===== config.mk =====
export PLATFORM = sky130hd
export DESIGN_NAME = midpoint_ellipse_rasterizer_core_flat
export DESIGN_NICKNAME = d
export VERILOG_FILES = /design/src/rtl/mer_pkg.sv /design/src/rtl/mer_job_if.sv /design/src/rtl/mer_pixel_if.sv /design/src/rtl/mer_ctrl.sv /design/src/rtl/mer_datapath.sv /design/src/rtl/midpoint_ellipse_rasterizer_core.sv /design/src/flat_wrapper.sv
export VERILOG_INCLUDE_DIRS = /design/src /design/src/rtl
export SDC_FILE = /design/constraint.sdc
export NUM_CORES = 2
export LEC_CHECK = 0
export BUFFER_PORTS_ARGS = -buffer_cell sky130_fd_sc_hd__buf_4
export CORE_MARGIN = 4
export CORE_UTILIZATION = 60
export CTS_CLUSTER_SIZE = 10
export DETAILED_ROUTE_END_ITERATION = 8
export HOLD_SLACK_MARGIN = 0.02
export PLACE_DENSITY_LB_ADDON = 0.05
export REMOVE_ABC_BUFFERS = 1
export SETUP_SLACK_MARGIN = 0.05
export SLEW_MARGIN = 20
export SYNTH_ARGS = -nofsm -noshare
export SYNTH_HDL_FRONTEND = slang
export SYNTH_SLANG_ARGS = --single-unit

===== constraint.sdc =====
create_clock -name clk -period 13.64 [get_ports clk]
set_input_delay 2.728 -clock clk [delete_from_list [all_inputs] [get_ports clk]]
set_output_delay 2.728 -clock clk [all_outputs]
set_load 0.005 [all_outputs]

===== src/rtl/midpoint_ellipse_rasterizer_core_defines.svh =====
// Assertion macros used by the rasterizer sequencer (mer_ctrl).
`ifndef MIDPOINT_ELLIPSE_RASTERIZER_CORE_DEFINES_SVH
`define MIDPOINT_ELLIPSE_RASTERIZER_CORE_DEFINES_SVH
`ifndef SYNTHESIS
`define MER_ASSERT_IMPLY(label, clk, rst_n, ante, cons, msg) \
    label: assert property (@(posedge clk) disable iff (!rst_n) (ante) |-> (cons)) \
        else $error(msg);
`define MER_ASSERT_NEXT(label, clk, rst_n, ante, cons, msg) \
    label: assert property (@(posedge clk) disable iff (!rst_n) (ante) |=> (cons)) \
        else $error(msg);
`else
`define MER_ASSERT_IMPLY(label, clk, rst_n, ante, cons, msg)
`define MER_ASSERT_NEXT(label, clk, rst_n, ante, cons, msg)
`endif
`endif


===== src/rtl/mer_pkg.sv =====
`default_nettype none
package mer_pkg;

    // datapath micro-ops
    localparam logic [4:0] OP_NOP  = 5'd0;
    localparam logic [4:0] OP_AA   = 5'd1;
    localparam logic [4:0] OP_BB   = 5'd2;
    localparam logic [4:0] OP_A2B  = 5'd3;
    localparam logic [4:0] OP_INIT = 5'd4;
    localparam logic [4:0] OP_R1A  = 5'd5;
    localparam logic [4:0] OP_R1B  = 5'd6;
    localparam logic [4:0] OP_R1C  = 5'd7;
    localparam logic [4:0] OP_R1D  = 5'd8;
    localparam logic [4:0] OP_R1E  = 5'd9;
    localparam logic [4:0] OP_P1   = 5'd10;
    localparam logic [4:0] OP_P2   = 5'd11;
    localparam logic [4:0] OP_P3   = 5'd12;
    localparam logic [4:0] OP_P4   = 5'd13;
    localparam logic [4:0] OP_P5   = 5'd14;
    localparam logic [4:0] OP_P6   = 5'd15;
    localparam logic [4:0] OP_Q1   = 5'd16;
    localparam logic [4:0] OP_Q2   = 5'd17;
    localparam logic [4:0] OP_Q3   = 5'd18;
    localparam logic [4:0] OP_Q4   = 5'd19;

    localparam logic [1:0] PH_IDLE = 2'd0;
    localparam logic [1:0] PH_ONE  = 2'd1;
    localparam logic [1:0] PH_TWO  = 2'd2;
    localparam logic [1:0] PH_DONE = 2'd3;

    typedef struct packed {
        logic       load;
        logic [4:0] op;
        logic [1:0] pt_sel;
    } mer_cmd_t;

    typedef struct packed {
        logic in_r1;
        logic y_zero;
    } mer_stat_t;

endpackage
`default_nettype wire


===== src/rtl/mer_job_if.sv =====
`default_nettype none
interface mer_job_if #(
    parameter int COORD_BITS  = 12,
    parameter int RADIUS_BITS = 11
);
    logic                   valid;
    logic                   ready;
    logic                   action;
    logic [COORD_BITS-1:0]  center_x;
    logic [COORD_BITS-1:0]  center_y;
    logic [RADIUS_BITS-1:0] radius_x;
    logic [RADIUS_BITS-1:0] radius_y;

    modport source (output valid, action, center_x, center_y, radius_x, radius_y,
                    input ready);
    modport sink   (input valid, action, center_x, center_y, radius_x, radius_y,
                    output ready);
endinterface
`default_nettype wire


===== src/rtl/mer_pixel_if.sv =====
`default_nettype none
interface mer_pixel_if #(
    parameter int COORD_BITS = 12
);
    logic                        valid;
    logic                        ready;
    logic signed [COORD_BITS+1:0] point_x;
    logic signed [COORD_BITS+1:0] point_y;
    logic                        last_point;

    modport source (output valid, point_x, point_y, last_point, input ready);
    modport sink   (input valid, point_x, point_y, last_point, output ready);
endinterface
`default_nettype wire


===== src/rtl/mer_ctrl.sv =====
`default_nettype none
`include "midpoint_ellipse_rasterizer_core_defines.svh"
module mer_ctrl (
    input  logic             clk,
    input  logic             rst_n,
    input  logic             job_valid,
    input  logic             job_action,
    output logic             job_ready,
    output logic             out_valid,
    input  logic             out_ready,
    output logic             last_point,
    output mer_pkg::mer_cmd_t cmd,
    input  mer_pkg::mer_stat_t stat
);
    import mer_pkg::*;

    localparam logic [2:0] S_IDLE  = 3'd0;
    localparam logic [2:0] S_START = 3'd1;
    localparam logic [2:0] S_R1    = 3'd2;
    localparam logic [2:0] S_R2I   = 3'd3;
    localparam logic [2:0] S_R2    = 3'd4;
    localparam logic [2:0] S_EMIT  = 3'd5;

    logic [2:0] state_reg, state_next;
    logic [2:0] cnt_reg, cnt_next;
    logic [1:0] k_reg, k_next;
    logic [1:0] phase_reg, phase_next;

    assign job_ready  = (state_reg == S_IDLE);
    assign out_valid  = (state_reg == S_EMIT);
    assign last_point = (k_reg == 2'd3) && stat.y_zero;

    always_comb
    begin
        state_next = state_reg;
        cnt_next   = cnt_reg + 3'd1;
        k_next     = k_reg;
        phase_next = phase_reg;
        cmd.load   = 1'b0;
        cmd.op     = OP_NOP;
        cmd.pt_sel = k_reg;
        unique case (state_reg)
            S_IDLE:
            begin
                cnt_next = 3'd0;
                if (job_valid)
                begin
                    if (!job_action)
                    begin
                        cmd.load   = 1'b1;
                        state_next = S_START;
                        phase_next = PH_ONE;
                    end
                    else if (phase_reg == PH_ONE)
                        state_next = S_R1;
                    else if (phase_reg == PH_TWO)
                        state_next = S_R2;
                end
            end
            S_START:
            begin
                case (cnt_reg)
                    3'd0: cmd.op = OP_AA;
                    3'd1: cmd.op = OP_BB;
                    3'd2: cmd.op = OP_A2B;
                    default:
                    begin
                        cmd.op     = OP_INIT;
                        state_next = S_EMIT;
                        k_next     = 2'd0;
                    end
                endcase
            end
            S_R1:
            begin
                case (cnt_reg)
                    3'd0: cmd.op = OP_R1A;
                    3'd1: cmd.op = OP_R1B;
                    3'd2: cmd.op = OP_R1C;
                    3'd3: cmd.op = OP_R1D;
                    default:
                    begin
                        if (stat.in_r1)
                        begin
                            cmd.op     = OP_R1E;
                            state_next = S_EMIT;
                            k_next     = 2'd0;
                        end
                        else
                        begin
                            state_next = S_R2I;
                            phase_next = PH_TWO;
                            cnt_next   = 3'd0;
                        end
                    end
                endcase
            end
            S_R2I:
            begin
                case (cnt_reg)
                    3'd0: cmd.op = OP_P1;
                    3'd1: cmd.op = OP_P2;
                    3'd2: cmd.op = OP_P3;
                    3'd3: cmd.op = OP_P4;
                    3'd4: cmd.op = OP_P5;
                    default:
                    begin
                        cmd.op     = OP_P6;
                        state_next = S_R2;
                        cnt_next   = 3'd0;
                    end
                endcase
            end
            S_R2:
            begin
                case (cnt_reg)
                    3'd0: cmd.op = OP_Q1;
                    3'd1: cmd.op = OP_Q2;
                    3'd2: cmd.op = OP_Q3;
                    default:
                    begin
                        cmd.op     = OP_Q4;
                        state_next = S_EMIT;
                        k_next     = 2'd0;
                    end
                endcase
            end
            S_EMIT:
            begin
                if (out_ready)
                begin
                    k_next = k_reg + 2'd1;
                    if (k_reg == 2'd3)
                    begin
                        state_next = S_IDLE;
                        if (stat.y_zero)
                            phase_next = PH_DONE;
                    end
                end
            end
            default: state_next = S_IDLE;
        endcase
    end

    always_ff @(posedge clk or negedge rst_n)
    begin
        if (!rst_n)
        begin
            state_reg <= S_IDLE;
            cnt_reg   <= 3'd0;
            k_reg     <= 2'd0;
            phase_reg <= PH_IDLE;
        end
        else
        begin
            state_reg <= state_next;
            cnt_reg   <= cnt_next;
            k_reg     <= k_next;
            phase_reg <= phase_next;
        end
    end

    `MER_ASSERT_IMPLY(a_emit_has_phase, clk, rst_n, state_reg == S_EMIT, phase_reg != PH_IDLE, "emit without a live ellipse")
    `MER_ASSERT_IMPLY(a_r2_phase, clk, rst_n, state_reg == S_R2, phase_reg == PH_TWO, "region two step outside region two")
    `MER_ASSERT_NEXT(a_last_done, clk, rst_n, out_valid && out_ready && last_point, (phase_reg == PH_DONE) && (state_reg == S_IDLE), "final point did not finish ellipse")
    `MER_ASSERT_NEXT(a_start_seq, clk, rst_n, job_valid && job_ready && !job_action, (state_reg == S_START) && (phase_reg == PH_ONE), "start request not loaded")
endmodule
`default_nettype wire


===== src/rtl/mer_datapath.sv =====
`default_nettype none
module mer_datapath #(
    parameter int COORD_BITS  = 12,
    parameter int RADIUS_BITS = 11
) (
    input  logic                          clk,
    input  mer_pkg::mer_cmd_t             cmd,
    output mer_pkg::mer_stat_t            stat,
    input  logic [COORD_BITS-1:0]         center_x,
    input  logic [COORD_BITS-1:0]         center_y,
    input  logic [RADIUS_BITS-1:0]        radius_x,
    input  logic [RADIUS_BITS-1:0]        radius_y,
    output logic signed [COORD_BITS+1:0]  point_x,
    output logic signed [COORD_BITS+1:0]  point_y
);
    import mer_pkg::*;

    localparam int R   = RADIUS_BITS;
    localparam int OW  = COORD_BITS + 2;
    localparam int SQW = 2 * R;
    localparam int MBW = 2 * R + 2;
    localparam int PW  = SQW + MBW;
    localparam int DW  = 4 * R + 6;

    logic [COORD_BITS-1:0] cx_reg, cy_reg;
    logic [R-1:0]          ra_reg, rb_reg, ox_reg, oy_reg;
    logic [SQW-1:0]        a2_reg, b2_reg;
    logic [PW-1:0]         p_reg;
    logic [DW-1:0]         t_reg, dec_reg;
    logic                  r1_reg;

    logic [SQW-1:0] mul_a;
    logic [MBW-1:0] mul_b;
    logic [PW-1:0]  prod;
    logic [R:0]     ox1, oy2m1, tx;
    logic [R+1:0]   ox2p3;
    logic [R-1:0]   oym1, ty;
    logic [DW-1:0]  pext, a2x, b2x;
    logic           neg;
    logic [OW-1:0]  cxw, cyw, oxw, oyw;

    assign ox1   = {1'b0, ox_reg} + (R+1)'(1);
    assign oy2m1 = {oy_reg, 1'b0} - (R+1)'(1);
    assign tx    = {ox_reg, 1'b0} + (R+1)'(1);
    assign ox2p3 = {1'b0, ox_reg, 1'b0} + (R+2)'(3);
    assign oym1  = oy_reg - R'(1);
    // (y-1)^2 wraps to 1 at y = 0
    assign ty    = (oy_reg == '0) ? R'(1) : oym1;

    assign pext = DW'(p_reg);
    assign a2x  = DW'(a2_reg);
    assign b2x  = DW'(b2_reg);
    assign neg  = dec_reg[DW-1];

    always_comb
    begin
        mul_a = '0;
        mul_b = '0;
        case (cmd.op)
            OP_AA:  begin mul_a = SQW'(ra_reg); mul_b = MBW'(ra_reg); end
            OP_BB:  begin mul_a = SQW'(rb_reg); mul_b = MBW'(rb_reg); end
            OP_A2B: begin mul_a = a2_reg; mul_b = MBW'(rb_reg); end
            OP_R1A: begin mul_a = b2_reg; mul_b = MBW'(ox1); end
            OP_R1B: begin mul_a = a2_reg; mul_b = MBW'(oy2m1); end
            OP_R1C: begin mul_a = b2_reg; mul_b = MBW'(ox2p3); end
            OP_R1D: begin mul_a = a2_reg; mul_b = MBW'(oym1); end
            OP_P1:  begin mul_a = SQW'(tx); mul_b = MBW'(tx); end
            OP_P2:  begin mul_a = b2_reg; mul_b = p_reg[MBW-1:0]; end
            OP_P3:  begin mul_a = SQW'(ty); mul_b = MBW'(ty); end
            OP_P4:  begin mul_a = a2_reg; mul_b = p_reg[MBW-1:0]; end
            OP_P5:  begin mul_a = a2_reg; mul_b = MBW'(b2_reg); end
            OP_Q1:  begin mul_a = b2_reg; mul_b = MBW'(ox1); end
            OP_Q2:  begin mul_a = a2_reg; mul_b = MBW'(oy_reg); end
            default: ;
        endcase
    end

    assign prod = mul_a * mul_b;

    always_ff @(posedge clk)
    begin
        if (cmd.load)
        begin
            cx_reg <= center_x;
            cy_reg <= center_y;
            ra_reg <= radius_x;
            rb_reg <= radius_y;
            ox_reg <= '0;
            oy_reg <= radius_y;
        end
        case (cmd.op)
            OP_AA:   a2_reg <= prod[SQW-1:0];
            OP_BB:   b2_reg <= prod[SQW-1:0];
            OP_A2B:  p_reg <= prod;
            OP_INIT: dec_reg <= (b2x << 2) - (pext << 2) + a2x;
            OP_R1A:  p_reg <= prod;
            OP_R1B:  t_reg <= DW'(prod);
            OP_R1C:
            begin
                r1_reg <= (oy_reg != '0) && ((pext << 1) < t_reg);
                p_reg  <= prod;
            end
            OP_R1D:  t_reg <= DW'(prod);
            OP_R1E:
            begin
                dec_reg <= dec_reg + (pext << 2) - (neg ? '0 : (t_reg << 3));
                ox_reg  <= ox_reg + R'(1);
                if (!neg)
                    oy_reg <= oym1;
            end
            OP_P1:   p_reg <= prod;
            OP_P2:   t_reg <= DW'(prod);
            OP_P3:   p_reg <= prod;
            OP_P4:
            begin
                dec_reg <= t_reg;
                p_reg   <= prod;
            end
            OP_P5:
            begin
                dec_reg <= dec_reg + (pext << 2);
                p_reg   <= prod;
            end
            OP_P6:   dec_reg <= dec_reg - (pext << 2);
            OP_Q1:   p_reg <= prod;
            OP_Q2:   t_reg <= DW'(prod);
            // 4*a^2*(3-2y)
            OP_Q3:   t_reg <= (a2x << 3) + (a2x << 2) - (t_reg << 3);
            OP_Q4:
            begin
                dec_reg <= dec_reg + t_reg + (neg ? (pext << 3) : '0);
                if (neg)
                    ox_reg <= ox_reg + R'(1);
                oy_reg <= oym1;
            end
            default: ;
        endcase
    end

    assign stat.in_r1  = r1_reg;
    assign stat.y_zero = (oy_reg == '0);

    assign cxw = OW'(cx_reg);
    assign cyw = OW'(cy_reg);
    assign oxw = OW'(ox_reg);
    assign oyw = OW'(oy_reg);

    // order: (+x,+y) (-x,+y) (-x,-y) (+x,-y)
    assign point_x = (cmd.pt_sel[0] ^ cmd.pt_sel[1]) ? (cxw - oxw) : (cxw + oxw);
    assign point_y = cmd.pt_sel[1] ? (cyw - oyw) : (cyw + oyw);
endmodule
`default_nettype wire


===== src/rtl/midpoint_ellipse_rasterizer_core.sv =====
`default_nettype none
// Channel  Role    Carries
// job      sink    action, center_x, center_y, radius_x, radius_y
// pixel    source  point_x, point_y, last_point
//
// One request at a time; one shared multiplier does all squared-radius products.
// Every request spends its accept cycle in idle; a step while idle or done ends there.
// Start: multiply/add steps AA, BB, A2B and INIT, then 4 points. Region-one step: R1A to R1E + 4 points.
// Region-two step: Q1 to Q4 + 4 points; the step that leaves region one takes
// the region-one test R1A to R1D, reseed steps P1 to P6 and then Q1 to Q4 before its points.
// Each point waits in place while pixel.ready is low; job.ready is low until done.
// rst_n is asynchronous and clears the sequencer and ellipse phase only.
module midpoint_ellipse_rasterizer_core #(
    parameter int COORD_BITS  = 12,
    parameter int RADIUS_BITS = 11
) (
    input  logic        clk,
    input  logic        rst_n,
    mer_job_if.sink     job,
    mer_pixel_if.source pixel
);
    import mer_pkg::*;

    mer_cmd_t  cmd;
    mer_stat_t stat;

    // sequencer: owns phase, micro-op order and point index
    mer_ctrl u_ctrl (
        .clk        (clk),
        .rst_n      (rst_n),
        .job_valid  (job.valid),
        .job_action (job.action),
        .job_ready  (job.ready),
        .out_valid  (pixel.valid),
        .out_ready  (pixel.ready),
        .last_point (pixel.last_point),
        .cmd        (cmd),
        .stat       (stat)
    );

    // held geometry, offsets, decision term and the multiplier
    mer_datapath #(
        .COORD_BITS  (COORD_BITS),
        .RADIUS_BITS (RADIUS_BITS)
    ) u_dp (
        .clk      (clk),
        .cmd      (cmd),
        .stat     (stat),
        .center_x (job.center_x),
        .center_y (job.center_y),
        .radius_x (job.radius_x),
        .radius_y (job.radius_y),
        .point_x  (pixel.point_x),
        .point_y  (pixel.point_y)
    );
endmodule
`default_nettype wire


===== src/flat_wrapper.sv =====
// flat-port wrapper written by rule: the top's interface ports become plain ports
module midpoint_ellipse_rasterizer_core_flat import mer_pkg::*;
#(
    parameter int COORD_BITS  = 12,
    parameter int RADIUS_BITS = 11
)
  (clk, rst_n, job_valid, job_action, job_center_x, job_center_y, job_radius_x, job_radius_y, job_ready, pixel_valid, pixel_point_x, pixel_point_y, pixel_last_point, pixel_ready);
  mer_job_if #(.COORD_BITS(COORD_BITS), .RADIUS_BITS(RADIUS_BITS)) job_i ();
  mer_pixel_if #(.COORD_BITS(COORD_BITS)) pixel_i ();
  input  logic clk;
  input  logic rst_n;
  input wire logic [$bits(job_i.valid)-1:0] job_valid;
  input wire logic [$bits(job_i.action)-1:0] job_action;
  input wire logic [$bits(job_i.center_x)-1:0] job_center_x;
  input wire logic [$bits(job_i.center_y)-1:0] job_center_y;
  input wire logic [$bits(job_i.radius_x)-1:0] job_radius_x;
  input wire logic [$bits(job_i.radius_y)-1:0] job_radius_y;
  output wire logic [$bits(job_i.ready)-1:0] job_ready;
  output wire logic [$bits(pixel_i.valid)-1:0] pixel_valid;
  output wire logic [$bits(pixel_i.point_x)-1:0] pixel_point_x;
  output wire logic [$bits(pixel_i.point_y)-1:0] pixel_point_y;
  output wire logic [$bits(pixel_i.last_point)-1:0] pixel_last_point;
  input wire logic [$bits(pixel_i.ready)-1:0] pixel_ready;
  assign job_i.valid = job_valid;
  assign job_i.action = job_action;
  assign job_i.center_x = job_center_x;
  assign job_i.center_y = job_center_y;
  assign job_i.radius_x = job_radius_x;
  assign job_i.radius_y = job_radius_y;
  assign job_ready = job_i.ready;
  assign pixel_valid = pixel_i.valid;
  assign pixel_point_x = pixel_i.point_x;
  assign pixel_point_y = pixel_i.point_y;
  assign pixel_last_point = pixel_i.last_point;
  assign pixel_i.ready = pixel_ready;
  midpoint_ellipse_rasterizer_core #(.COORD_BITS(COORD_BITS), .RADIUS_BITS(RADIUS_BITS)) u_core (.clk(clk), .rst_n(rst_n), .job(job_i), .pixel(pixel_i));
endmodule

### Word-level counts from Yosys, hierarchy flattened

Cells that the tools add are included.

* register bits after elaboration: 269
* output and inout port bits: 31

* add/subtract/negate cells: 21
* multipliers: 1
* $lt $le $gt $ge: 1
* eq/ne operators: 42
* mux-type cells: 52
* bitwise gates (word level): 1
* reductions and logical operators: 24

Operator list (count)
* case mux 50 bit (6 select lines): 1
* case mux 24 bit (11 select lines): 1
* case mux 22 bit (6 select lines): 1
* case mux 50 bit (2 select lines): 1
* two-way mux 11 bit: 5
* adder 49 x 23 -> 50 bit: 1
* adder 50 x 48 -> 50 bit: 1
* adder 50 x 49 -> 50 bit: 1
* adder 50 bit: 1
* less-than comparator 47 x 50 -> 1 bit: 1
* two-way mux 50 bit: 1
* subtractor 26 x 50 -> 50 bit: 1
* subtractor 50 x 48 -> 50 bit: 1
* subtractor 50 bit: 1
* two-way mux 49 bit: 1
* subtractor 24 x 48 -> 49 bit: 1
* multiplier 22 x 24 -> 46 bit: 1
* case mux 11 bit (2 select lines): 2
* equality test 5 x 4 -> 1 bit (second input constant): 8
* two-way mux 3 bit: 13
* case mux 3 bit (5 select lines): 2
* two-way mux 14 bit: 2
* adder 12 x 11 -> 13 bit: 2
* adder 25 x 24 -> 26 bit: 1
* other kinds (45): 91

### Logic depth before layout (Yosys ltp)

* depth after elaboration: 8
* gate-level depth with buffers: 41

### Modules after synthesis

Synthesis repeated with hierarchy kept, for this count alone.

* cell total of the unflattened synthesis: 5889
* area total of the unflattened synthesis: 49226.0 sq um

By module, submodules not included
* mer_datapath: times used 1, cells each 5768, area an instance 48267.5 sq um, seq. area each 7557.2 sq um
* mer_ctrl: times used 1, cells each 121, area an instance 958.4 sq um, seq. area each 250.2 sq um

### Least setup slack after synthesis

Ideal clock, no wire load.

* path kind: register to register
* start point: reg u_core.u_ctrl.cnt_reg[0]
* end point: reg u_core.u_dp.t_reg[45], data pin
* data arrival time: 10.098 ns
* data required time: 13.380 ns
* path slack: 3.282 ns
* cell stages (with the launch flop): 38
* buffers on the path: 4
* clock period less this slack: 10.358 ns
* cells stage by stage: dfrtp_1 -> ha_1 -> ha_1 -> a2111o_1 -> o2111a_1 -> or2_2 -> clkbuf_1 -> nor4_1 -> clkbuf_1 -> a21oi_1 -> nand3_1 -> clkbuf_1 -> nand2_1 -> fa_1 -> inv_1 -> fa_1 -> inv_1 -> fa_1 -> (+2 left out) -> inv_1 -> fa_1 -> inv_1 -> fa_1 -> fa_1 -> ha_1 -> clkbuf_1 -> a211oi_1 -> nand2_1 -> a31o_2 -> o211ai_1 -> a21oi_1 -> a41o_1 -> o41ai_1 -> or3_1 -> a31oi_1 -> xnor2_1 -> mux2_2

* cells in the longest elaborated chain, start to end: 8

Ends and longest elaborated chain
* from (decl): RTL line mer_ctrl.sv:25 `logic [2:0] cnt_reg, cnt_next;`
* from (signal assigned): RTL line mer_ctrl.sv:157 `cnt_reg <= cnt_next;`
* equality test 3 bit, or another cell as far along: RTL line mer_ctrl.sv:100 `case (cnt_reg)`
* case mux 3 bit (5 select lines), or another cell as far along: RTL line mer_ctrl.sv:100
* case mux 5 bit (4 select lines) *: RTL line mer_ctrl.sv:42 `unique case (state_reg)`
* equality test 5 x 4 -> 1 bit, or another cell as far along: RTL line mer_datapath.sv:59 `case (cmd.op)`
* OR reduction 6 bit (no source line), or another cell as far along
* case mux 22 bit (6 select lines) or case mux 24 bit (11 select lines) (tied branches): RTL line mer_datapath.sv:59
* multiplier 22 x 24 -> 46 bit *: RTL line mer_datapath.sv:78 `assign prod = mul_a * mul_b;`
* via u_core.u_dp.prod[45]: RTL line mer_datapath.sv:34 `logic [PW-1:0] prod;`
* case mux 50 bit (2 select lines) *: RTL line mer_datapath.sv:91 `case (cmd.op)`
* to (signal assigned): RTL line mer_datapath.sv:97 `OP_R1B: t_reg <= DW'(prod);`
* to (signal assigned): RTL line mer_datapath.sv:103 `OP_R1D: t_reg <= DW'(prod);`
* to (signal assigned): RTL line mer_datapath.sv:112 `OP_P2: t_reg <= DW'(prod);`
* to (decl): RTL line mer_datapath.sv:29 `logic [DW-1:0] t_reg, dec_reg;`

The timed path passes the listed nets; every way through them passes the cells marked *.
A chain may end at the register's enable or synchronous reset.

### Worst setup path after layout

* start point: reg u_core.u_ctrl.cnt_reg[2]
* end point: reg u_core.u_dp.t_reg[43], data pin

The elaborated chain is that of the path after synthesis.

==> impl_metrics.prom <==
# TYPE chip_impl_metric gauge
chip_impl_info{name="outcome",value="finished with violations"} 1
chip_impl_info{name="failed_checks",value="design-rule violations"} 1
chip_impl_metric{name="iteration_0_drc_count_of_the_detailed_router",unit=""} 5575
chip_impl_metric{name="numPortBuffers",unit=""} 81
chip_impl_metric{name="crit_path_max_incr_delay",unit="ns"} 0.75
chip_impl_metric{name="synthArstFlopShare",unit=""} 0.0372
chip_impl_metric{name="worst_setup_hold_path_clk_slew",unit="ns"} 0.06
chip_impl_metric{name="cts_repair_resize_count",unit=""} 0
chip_impl_metric{name="pin_count_of_the_biggest_net_entering_global_routing",unit=""} 76
chip_impl_info{name="criticalPathCategory",value="register to register"} 1
chip_impl_metric{name="drc_errors",unit=""} 1
chip_impl_metric{name="cts_hold_buf",unit=""} 0
chip_impl_metric{name="die_area",unit="um2"} 89100
chip_impl_metric{name="seq_area_frac_synth",unit=""} 0.154
chip_impl_metric{name="initial_core_util",unit=""} 0.605
chip_impl_metric{name="layout-drive-gt1-share",unit=""} 0.0492
chip_impl_metric{name="timing.max_cap.violations",unit=""} 0
chip_impl_metric{name="grt_first_pass_wirelength",unit="mm"} 269
chip_impl_info{name="cts_tree",value="yes"} 1
chip_impl_metric{name="path_depth",unit=""} 35
chip_impl_metric{name="detailed_router_iteration_count_before_antenna_repair",unit=""} 9
chip_impl_metric{name="final_tns_setup",unit="ns"} 0
chip_impl_info{name="crit_top_cell",value="fa_1"} 1
chip_impl_metric{name="synthToLayoutAreaGrowth",unit="%"} 5.89
chip_impl_metric{name="final-max-slew-violation-count",unit=""} 0
chip_impl_metric{name="postRouteAntennaNets",unit=""} 0
chip_impl_metric{name="grtUsageTotal",unit=""} 0.387
chip_impl_info{name="r2r_start",value="u_core.u_ctrl.cnt_reg[2]$_DFF_PN0_"} 1
chip_impl_metric{name="r2r_depth",unit=""} 35
chip_impl_metric{name="clk_path_buf_depth",unit=""} 3
chip_impl_info{name="reg_to_reg_critical_path_endpoint",value="u_core.u_dp.t_reg[43]$_DFFE_PP_"} 1
chip_impl_metric{name="postSynthRegisterBits",unit=""} 269
chip_impl_info{name="setup.worst_path.start",value="u_core.u_ctrl.cnt_reg[2]$_DFF_PN0_"} 1
chip_impl_info{name="synthFlopType",value="edfxtp_1"} 1
chip_impl_metric{name="timing.final.crit_period",unit="ns"} 11.64
chip_impl_metric{name="synthesis.area_per_instance",unit="um2"} 8.27
chip_impl_metric{name="cts_htree_levels",unit=""} 2
chip_impl_metric{name="finalSetupViolCount",unit=""} 0
chip_impl_metric{name="worst_slew_margin_rel",unit=""} 0.225
chip_impl_metric{name="yosysWarnings",unit=""} 0
chip_impl_info{name="hold_class",value="register to register"} 1
chip_impl_metric{name="row_count",unit=""} 106
chip_impl_metric{name="cts_made_buffers",unit=""} 37
chip_impl_metric{name="final_nets",unit=""} 7151
chip_impl_metric{name="final.setup_skew",unit="ns"} 0.0459
chip_impl_metric{name="chipHeight",unit="um"} 299
chip_impl_metric{name="cp.required",unit="ns"} 13.90
chip_impl_metric{name="insertedDiodeCount",unit=""} 0
chip_impl_metric{name="core_area",unit="um2"} 83700
chip_impl_metric{name="critical_path_buf_inv_count",unit=""} 6
chip_impl_metric{name="regToRegSetupSlack",unit="ns"} 2.00
chip_impl_metric{name="hpwlAfterDp",unit="mm"} 141
chip_impl_metric{name="critical_path.max_fanout",unit=""} 17
chip_impl_info{name="start_kind",value="register"} 1
chip_impl_info{name="crit_path_capture_type",value="register"} 1
chip_impl_metric{name="max_freq",unit="GHz"} 0.0859
chip_impl_info{name="critical_path_top_delay_cell",value="o41ai_1"} 1
chip_impl_info{name="rsz0062_at_grt",value="false"} 1
chip_impl_metric{name="data_arrival_at_the_endpoint_of_the_critical_path",unit="ns"} 11.90
chip_impl_info{name="layout_commonest_cell",value="inv_1"} 1
chip_impl_metric{name="tightestPinTransition",unit="ns"} 1.16
chip_impl_metric{name="io_pins",unit=""} 82
chip_impl_info{name="worst_path_top_cell_family_by_delay",value="compound AO/OA/AOI/OAI gates"} 1
chip_impl_metric{name="grt_pass1_vias",unit=""} 45800
chip_impl_metric{name="cts.sink_count",unit=""} 269
chip_impl_metric{name="routabilityCongestion",unit=""} 1.03
chip_impl_metric{name="synthesis.instances",unit=""} 6122
chip_impl_metric{name="grt_antenna_before_repair",unit=""} 3
chip_impl_metric{name="final.fill_count",unit=""} 7414
chip_impl_metric{name="synth.distinct_cells",unit=""} 97
chip_impl_metric{name="post-route-period-util",unit=""} 0.854
chip_impl_metric{name="chipWidth",unit="um"} 299
chip_impl_metric{name="cts_setup_buffers",unit=""} 0
chip_impl_metric{name="drt-total-wl",unit="mm"} 176
chip_impl_metric{name="clock_latency",unit="ns"} 0.58
chip_impl_metric{name="hold_viol_final",unit=""} 0
chip_impl_metric{name="routed_wire_length_per_instance",unit="um"} 24.3
chip_impl_info{name="crit_path_end",value="u_core.u_dp.t_reg[43]$_DFFE_PP_"} 1
chip_impl_info{name="most-common-layout-cells",value="inv_1 (799), nand2_1 (671), ha_1 (516)"} 1
chip_impl_metric{name="route.vias.total",unit=""} 46400
chip_impl_info{name="buffer_cell_driving_the_clock_tree_root",value="clkbuf_16"} 1
chip_impl_metric{name="post_drt_via_cell_ratio",unit=""} 6.43
chip_impl_metric{name="synth.cell_area",unit="um2"} 50600
chip_impl_metric{name="synth_enable_flop_cells",unit=""} 237
chip_impl_metric{name="grt-ovfl-total",unit=""} 0
kinds of logic after synthesis:
| group | Yosys count | share of synthesized area |
|---|---|---|
| AND/OR/NAND/NOR | 1821 | 0.166 |
| adder cells (fa/ha/maj) | 1030 | 0.331 |
| buffers and inverters | 1068 | 0.0800 |
| AO/OA/AOI/OAI | 1534 | 0.199 |
| multiplexers | 36 | 0.00729 |
| flip-flops | 269 | 0.154 |
| XOR/XNOR | 364 | 0.0632 |
cells in the mapped netlist (22+ instances only):
master,count,share of area
inv_1,800,0.059
nand2_1,671,0.050
ha_1,516,0.13
fa_1,514,0.20
nor2_1,479,0.036
a21oi_1,452,0.045
o21ai_0,271,0.027
xnor2_1,271,0.047
edfxtp_1,237,0.14
clkbuf_1,230,0.017
a21o_1,154,0.023
and2_1,123,0.015
nand3_1,99,0.0098
nor3_1,92,0.0091
xor2_1,92,0.016
nand2b_1,91,0.011
o21bai_1,71,0.011
nand4_1,60,0.0074
a211oi_1,58,0.0086
nor2b_1,54,0.0067
o21a_1,52,0.0077
a22oi_1,49,0.0073
and3_1,45,0.0056
o211ai_1,45,0.0067
a31oi_1,43,0.0053
o31ai_1,37,0.0055
a221oi_1,32,0.0055
mux2i_1,29,0.0057
or3_1,27,0.0033
a22o_1,24,0.0042
nor4_1,24,0.0030
dfxtp_1,22,0.0087
metal layers:
metal  track usage  wire (um)
met5             0         23
met4         0.144       7880
met3         0.107      22200
met2         0.586      75000
met1         0.533      70500
tightest hold or removal path: stages, from the launching register on:
cell and delay, ns:
dfrtp_1 0.34, nor2_1 0.05, nor2_1 0.07
layout make-up:
type	instances	area [um2]	area share
Inverter	805	3020	0.0564
Multi-Input combinational cell	4785	39000	0.727
Timing Repair Buffer	172	1290	0.0240
Clock inverter	10	105	0.00196
Tap cell	1134	1420	0.0265
Sequential cell	269	7810	0.146
Clock buffer	52	1020	0.0191
through the flow:
step	utilization	instance area [um2]	instances	setup WS (ns)	hold slack [ns]
2_1_floorplan	-	49600	5859	1.35	0.460
3_3_place_gp	0.627	52500	7160	2.55	0.481
3_5_place_dp	0.627	52500	7163	2.24	0.500
4_1_cts	0.641	53600	7225	2.13	0.511
5_1_grt	0.641	53600	7227	1.43	0.538
6_report	0.641	53600	7227	2.00	0.508
worst min-delay path by stage:
stage / start / depth (start not counted) / to
after floorplan: u_core.u_ctrl.cnt_reg[0]$_DFF_PN0_ / 1 / u_core.u_ctrl.cnt_reg[0]$_DFF_PN0_
after global placement: u_core.u_ctrl.phase_reg[1]$_DFFE_PN0P_ / 2 / u_core.u_ctrl.phase_reg[1]$_DFFE_PN0P_
after detailed placement: u_core.u_ctrl.phase_reg[1]$_DFFE_PN0P_ / 2 / u_core.u_ctrl.phase_reg[1]$_DFFE_PN0P_
after CTS: u_core.u_ctrl.phase_reg[1]$_DFFE_PN0P_ / 2 / u_core.u_ctrl.phase_reg[1]$_DFFE_PN0P_
after global routing: u_core.u_ctrl.phase_reg[1]$_DFFE_PN0P_ / 2 / u_core.u_ctrl.phase_reg[1]$_DFFE_PN0P_
final: u_core.u_ctrl.phase_reg[1]$_DFFE_PN0P_ / 2 / u_core.u_ctrl.phase_reg[1]$_DFFE_PN0P_
Power is not shown: default switching activity piles up to over one toggle a cycle in this logic, so the estimate is an artifact.
